--- config.mk ---
export PLATFORM = sky130hd
export DESIGN_NAME = tcce_ctrl
export DESIGN_NICKNAME = d
export VERILOG_FILES = /design/src/sv/tcce_pkg.sv /design/src/sv/tcce_ctrl.sv
export SDC_FILE = /design/constraint.sdc
export NUM_CORES = 1
export LEC_CHECK = 0
export BUFFER_PORTS_ARGS = -buffer_cell sky130_fd_sc_hd__buf_2
export CAP_MARGIN = 20
export CORE_AREA = 2 2 39 41
export CTS_BUF_LIST = sky130_fd_sc_hd__clkbuf_8
export CTS_CLUSTER_DIAMETER = 40
export DETAILED_ROUTE_END_ITERATION = 8
export DIE_AREA = 0 0 41 43
export PLACE_DENSITY = 0.45
export SLEW_MARGIN = 40
export SYNTH_ARGS = -nofsm -noshare
export SYNTH_HDL_FRONTEND = slang
export SYNTH_SLANG_ARGS = --single-unit
--- constraint.sdc ---
create_clock -name clk -period 1.2 [get_ports clk]
set_clock_uncertainty 0.2 [all_clocks]
set_input_delay 0.12 -clock clk [delete_from_list [all_inputs] [get_ports clk]]
set_output_delay 0.12 -clock clk [all_outputs]
set_load 0.05 [all_outputs]
--- src/sv/tcce_pkg.sv ---
// Shared constants, codes and control types of the text console character engine.
package tcce_pkg;

	// Screen geometry and character cell layout
	localparam int SCREEN_COLS = 80;
	localparam int SCREEN_ROWS = 25;
	localparam int TAB_STOP    = 8;
	localparam int CELL_COUNT  = SCREEN_COLS * SCREEN_ROWS;

	localparam int COL_W       = 7;
	localparam int ROW_W       = 5;
	localparam int ADDR_W      = 11;
	localparam int CELL_W      = 16;
	localparam int OFF_W       = 12;
	localparam int CFG_W       = 7;
	localparam int CFG_IDX_W   = 3;
	localparam int IN_TDATA_W  = 24;
	localparam int OUT_TDATA_W = 48;

	// Blank cell after reset: space, grey on black
	localparam logic [CELL_W-1:0] BLANK_CELL = 16'h0720;
	localparam logic [7:0]        BLANK_CHAR = 8'h20;

	// Control character codes
	localparam logic [7:0] CH_BS = 8'h08;
	localparam logic [7:0] CH_HT = 8'h09;
	localparam logic [7:0] CH_LF = 8'h0A;
	localparam logic [7:0] CH_CR = 8'h0D;

	// Configuration register indexes
	typedef enum logic [CFG_IDX_W-1:0] {
		REG_LEFT   = 3'd0,
		REG_TOP    = 3'd1,
		REG_COLS   = 3'd2,
		REG_ROWS   = 3'd3,
		REG_SCROLL = 3'd4,
		REG_FG     = 3'd5,
		REG_BG     = 3'd6,
		REG_CURSOR = 3'd7
	} cfg_reg_t;

	// Controller states
	typedef enum logic [2:0] {
		ST_CLEAR,
		ST_IDLE,
		ST_EXEC,
		ST_COPY,
		ST_DRAIN,
		ST_BLANK,
		ST_READ,
		ST_RESP
	} state_t;

	// Commands from the controller to the datapath
	typedef struct packed {
		logic accept;
		logic clear_wr;
		logic exec;
		logic copy_step;
		logic blank_init;
		logic blank_step;
		logic resp_load;
	} ctrl_cmd_t;

	// Status from the datapath to the controller
	typedef struct packed {
		logic clear_last;
		logic scroll_go;
		logic rows_one;
		logic copy_last;
		logic blank_last;
		logic out_free;
	} dp_status_t;

endpackage

--- src/sv/tcce_ctrl.sv ---
// Controller state machine of the text console character engine.
module tcce_ctrl (
	input  logic                   clk,
	input  logic                   arst_n,
	input  logic                   s_tvalid,
	output logic                   s_tready,
	input  tcce_pkg::dp_status_t   sts,
	output tcce_pkg::ctrl_cmd_t    cmd
);
	import tcce_pkg::*;

	state_t state_q;
	state_t state_d;

	// State register
	always_ff @(posedge clk or negedge arst_n) begin
		if (!arst_n) begin
			state_q <= ST_CLEAR;
		end else begin
			state_q <= state_d;
		end
	end

	// Next state and commands
	always_comb begin
		state_d  = state_q;
		cmd      = '0;
		s_tready = 1'b0;
		case (state_q)
			ST_CLEAR: begin
				cmd.clear_wr = 1'b1;
				if (sts.clear_last) state_d = ST_IDLE;
			end
			ST_IDLE: begin
				s_tready = 1'b1;
				if (s_tvalid) begin
					cmd.accept = 1'b1;
					state_d    = ST_EXEC;
				end
			end
			ST_EXEC: begin
				cmd.exec = 1'b1;
				if (!sts.scroll_go) state_d = ST_READ;
				else if (sts.rows_one) state_d = ST_BLANK;
				else state_d = ST_COPY;
			end
			ST_COPY: begin
				cmd.copy_step = 1'b1;
				if (sts.copy_last) state_d = ST_DRAIN;
			end
			ST_DRAIN: begin
				// last copy write lands here; aim at the bottom row
				cmd.blank_init = 1'b1;
				state_d        = ST_BLANK;
			end
			ST_BLANK: begin
				cmd.blank_step = 1'b1;
				if (sts.blank_last) state_d = ST_READ;
			end
			ST_READ: begin
				state_d = ST_RESP;
			end
			ST_RESP: begin
				if (sts.out_free) begin
					cmd.resp_load = 1'b1;
					state_d       = ST_IDLE;
				end
			end
			default: begin
				state_d = ST_CLEAR;
			end
		endcase
	end

endmodule

# Word level (Yosys, flattened, before mapping)
# Index checks and enable logic that the tools add are counted.
totals:
  register_bits: 3
  latchBits: 0
  ram_bits: 0
  romBits: 0
  in_bits: 9
  wordCells: 33
  mem_count: 0
classes:
  add_sub_neg: 0
  mul: 0
  div_mod_pow: 0
  magnitude_cmp: 0
  eq_ne: 12
  shift: 0
  n_mux: 18
  bitwise_logic: 0
  reduce_logical: 2
op_table:
  columns: ["op", "count"]
  rows:
  - ["3-bit case mux with 8 select lines", 1]
  - ["3-bit 2-to-1 mux", 7]
  - ["3-bit equality test (second input constant)", 4]
  - ["1-bit 2-to-1 mux", 10]
  - ["2-bit != test (second input constant)", 5]
  - ["3-bit by 2-bit equality test with 1-bit output (second input constant)", 2]
  - ["5-bit AND reduction", 1]
  - ["3-bit by 1-bit equality test with 1-bit output (second input constant)", 1]
  - ["3-bit logical NOT", 1]

# Depth between registers and ports, before layout
depth:
  ltp_word: 3
  mapped_depth: 4
  mapped_depth_nobuf: 3

# Worst setup path before layout
# OpenSTA, ideal clock, no wires.
synth_timing:
  path_type: "reg2out"
  from: "register state_q[1]"
  to: "output port cmd[6] in the netlist's numbering"
  t_arrival_ps: 1874
  required_ps: 880
  setup_slack_ps: -994
  stages_incl_launch_ff: 5
  cell_sequence: "dfrtp_1 -> buf_2 -> nand2b_1 -> nor2_1 -> and2_1"
synth_lines:
  columns: ["item", "line", "source"]
  rows:
  - ["from (decl)", "tcce_ctrl.sv:12", "state_t state_q;"]
  - ["from (signal assigned)", "tcce_ctrl.sv:20", "state_q <= state_d;"]
  - ["to (decl)", "tcce_ctrl.sv:8", "output tcce_pkg::ctrl_cmd_t cmd"]

==> flow_summary.json <==
{
  "outcome": "complete, but fails checks",
  "violations": "setup timing",
  "crit_required_ns": 0.88,
  "rrSetupSlack_ns": -0.22,
  "setup_viol": 11,
  "final_nets": 72,
  "power-per-cell-area_nw_per_um2": 3210,
  "drtIter0Drc": 2,
  "cts_root_buffer": "clkbuf_8",
  "total_power_mw": 2.00,
  "drt-met1-wl_um": 305,
  "yosys_warnings": 0,
  "die_w_um": 41,
  "die_h_um": 43,
  "reg_top3": "state_q x3",
  "start_kind": "register",
  "synth_fp_nets": 41,
  "min_period_ns": 1.50,
  "tightestPinTransition_ns": 0.247,
  "ant_nets": 0,
  "seq_power_share_pct": 12.3,
  "dr.pass1.iters": 2,
  "highest-signal-layer": "met4",
  "cts_tree": "built",
  "numCtsBuffers": 3,
  "wl_met3_um": 64,
  "vias_per_cell": 4.38,
  "htree_levels": 1,
  "worstReg2RegEnd": "state_q[2]",
  "reg2reg_depth": 3,
  "critical_path.cell_chain": "nand2b_4 -> nor2_4 -> and2_4 -> buf_8",
  "synth.distinct_cells": 17,
  "via_count": 342,
  "dp_slack_ns": -0.203,
  "ioPinCount": 17,
  "hpwlAfterDp_um": 588,
  "cts_sinks": 3,
  "start_util_pct": 17.4,
  "area_delta_synth_final_pct": 159,
  "wl_met2_um": 417,
  "largest_reg_flops": 3,
  "yosysTopAreaCell": "dfrtp_1",
  "yosysTopAreaCellShare_pct": 31.3,
  "synth_cells": 32,
  "power_frac_clock_pct": 14.4,
  "dpl-instance-area_um2": 450,
  "numPortBuffers": 16,
  "antenna_found_initial": 0,
  "clk_latency_ns": 0.22,
  "largest-register": "state_q",
  "setup.worst_path.end_class": "output port",
  "p_int_mw": 1.05,
  "critPathSlowestCell": "dfrtp_2",
  "pwr-share-comb_pct": 73.3,
  "final_util_pct": 44.9,
  "holdWs_ns": 0.0218,
  "syn_area_um2": 240,
  "ys_seq_area_share_pct": 31.3,
  "slew_viol_final": 0,
  "hp-class": "primary input to asynchronous set/reset pin",
  "layout-drive-gt1-share_pct": 74.2,
  "grt_pass1_vias": 348,
  "worst-setup-path-type": "register to output port",
  "rsz0062_at_grt": "true",
  "core_region_area_um2": 1380,
  "final_cell_count_no_fill": 78,
  "place_congestion": 0.648,
  "placed_cells": 70,
  "finalCritPeriodShare_pct": 125,
  "worst_r2r_startpoint": "state_q[0]",
  "synth-seq-cells": 3,
  "fin_ws_ns": -0.298,
  "syn_area_per_cell_um2": 7.51,
  "n_fill_cell": 131,
  "maxCapViolations": 0,
  "cts_max_path_buffers": 2,
  "wl_per_cell_um": 10.6,
  "ir_drop_v": 0.00111,
  "p_leak_nw": 0.290,
  "wl_um": 823,
  "slowest_delay_ns": 0.50,
  "grt_max_degree": 9,
  "drc": 0,
  "switching_share_pct": 47.5,
  "cp_data_arrival_time_ns": 1.18,
  "synth_area_leaders": "dfrtp_1 31%, nor2_1 9.4%, mux2i_1 8.3%",
  "grt.total_usage_pct": 12.8,
  "clk_pin_slew_worst_paths_ns": 0.03,
  "dieArea_um2": 1760,
  "path_max_fanout": 8,
  "num_rows": 14,
  "grt_pass1_wl_mm": 1.45,
  "fin_tns_setup_ns": -2.66,
  "overflow": 0,
  "slew_headroom_pct": 83.5,
  "hold_violations": 0,
  "clock.fmax_ghz": 0.668,
  "diodes": 0,
  "final_area_um2": 622,
  "p_switching_mw": 0.949
}
## cell type report
type                    count  area [um^2]  share of cell area (%)
inverters                   1         3.75                   0.604
multi-input cells          26          239                    38.4
repair buffers             28          238                    38.2
well taps                  16         20.0                    3.22
clock inverters             1         3.75                   0.604
clock buffers               3         41.3                    6.64
flip-flops and latches      3         76.3                    12.3
## synthesized netlist by cell type
cell,count
a31o_1,1
inv_1,1
mux2i_1,2
nand2b_1,1
nor2_1,6
buf_2,2
or3b_1,1
mux2_1,1
dfrtp_1,3
nor3_1,2
nor3b_1,1
nand2_1,3
and2_1,2
nand3_1,2
a21oi_1,2
a211oi_1,1
o21ai_0,1
## worst max-delay path, delay by kind of cell (launching register included)
family / cells / cell delay [ns]
and+or+nand+nor: 3 / 0.32
DFF: 1 / 0.50
buffers and inverters: 1 / 0.13
## cell usage in the layout, fill, tap and decap left out
| cell | netlist | final |
|---|---|---|
| mux2i_1 | 2 | 2 |
| buf_8 | 0 | 2 |
| or3b_1 | 1 | 1 |
| buf_6 | 0 | 8 |
| nand3_1 | 2 | 2 |
| inv_2 | 0 | 1 |
| and2_2 | 0 | 1 |
| o21ai_0 | 1 | 1 |
| buf_2 | 2 | 8 |
| nand2_1 | 3 | 2 |
| nor3b_2 | 0 | 1 |
| mux2_4 | 0 | 1 |
| and2_4 | 0 | 1 |
| buf_4 | 0 | 9 |
| nand2_2 | 0 | 1 |
| clkbuf_8 | 0 | 3 |
| nor3_4 | 0 | 2 |
| inv_1 | 1 | 1 |
| nor2_1 | 6 | 1 |
| dfrtp_2 | 0 | 1 |
| nor2_4 | 0 | 5 |
| dfrtp_1 | 3 | 2 |
| dlygate4sd3_1 | 0 | 1 |
| a211oi_2 | 0 | 1 |
| nand2b_4 | 0 | 1 |
| a21oi_1 | 2 | 2 |
| a31o_1 | 1 | 1 |
## layer usage
layer / track usage (%) / up-vias
met3: 3.14 / 5
li1: - / 168
met2: 19.1 / 16
met5: 0 / -
met4: 12.0 / 0
met1: 13.5 / 153
## power by group through the flow
stage | Clock, mW | Combinational (mW) | Sequential [mW]
global route | 0.306 | 1.57 | 0.255
detailed placement | 0 | 1.13 | 0.230
global placement | 0 | 1.12 | 0.229
floorplan | 0 | 0.829 | 0.223
CTS | 0.294 | 1.41 | 0.245
finish | 0.288 | 1.46 | 0.246
## worst max path at each step
stage	slack, ns	startpoint	to	depth (start not counted)
5_1_grt	-0.34	state_q[0]	cmd[3]	3
3_3_place_gp	-0.18	state_q[2]	cmd[4]	4
3_5_place_dp	-0.20	state_q[2]	cmd[4]	4
4_1_cts	-0.30	state_q[0]	cmd[6]	4
2_1_floorplan	-0.37	state_q[1]	cmd[6]	4
6_report	-0.30	state_q[0]	cmd[6]	4
## cell families after synthesis
group | synth area share, %
AND/OR/NAND/NOR | 37.0
flip-flops | 31.2
AO/OA/AOI/OAI | 13.0
buffers and inverters | 5.73
multiplexers | 13.0
## repair_timing
item	CTS	global route
hold buffers	1	0
setup buffers	3	0
endpoints found under the hold margin	3	0
gates cloned	0	0
setup endpoints to repair	11	11
resized for setup	24	5
pin swaps	3	1
No activity file was read; power rests on OpenSTA's default activity.
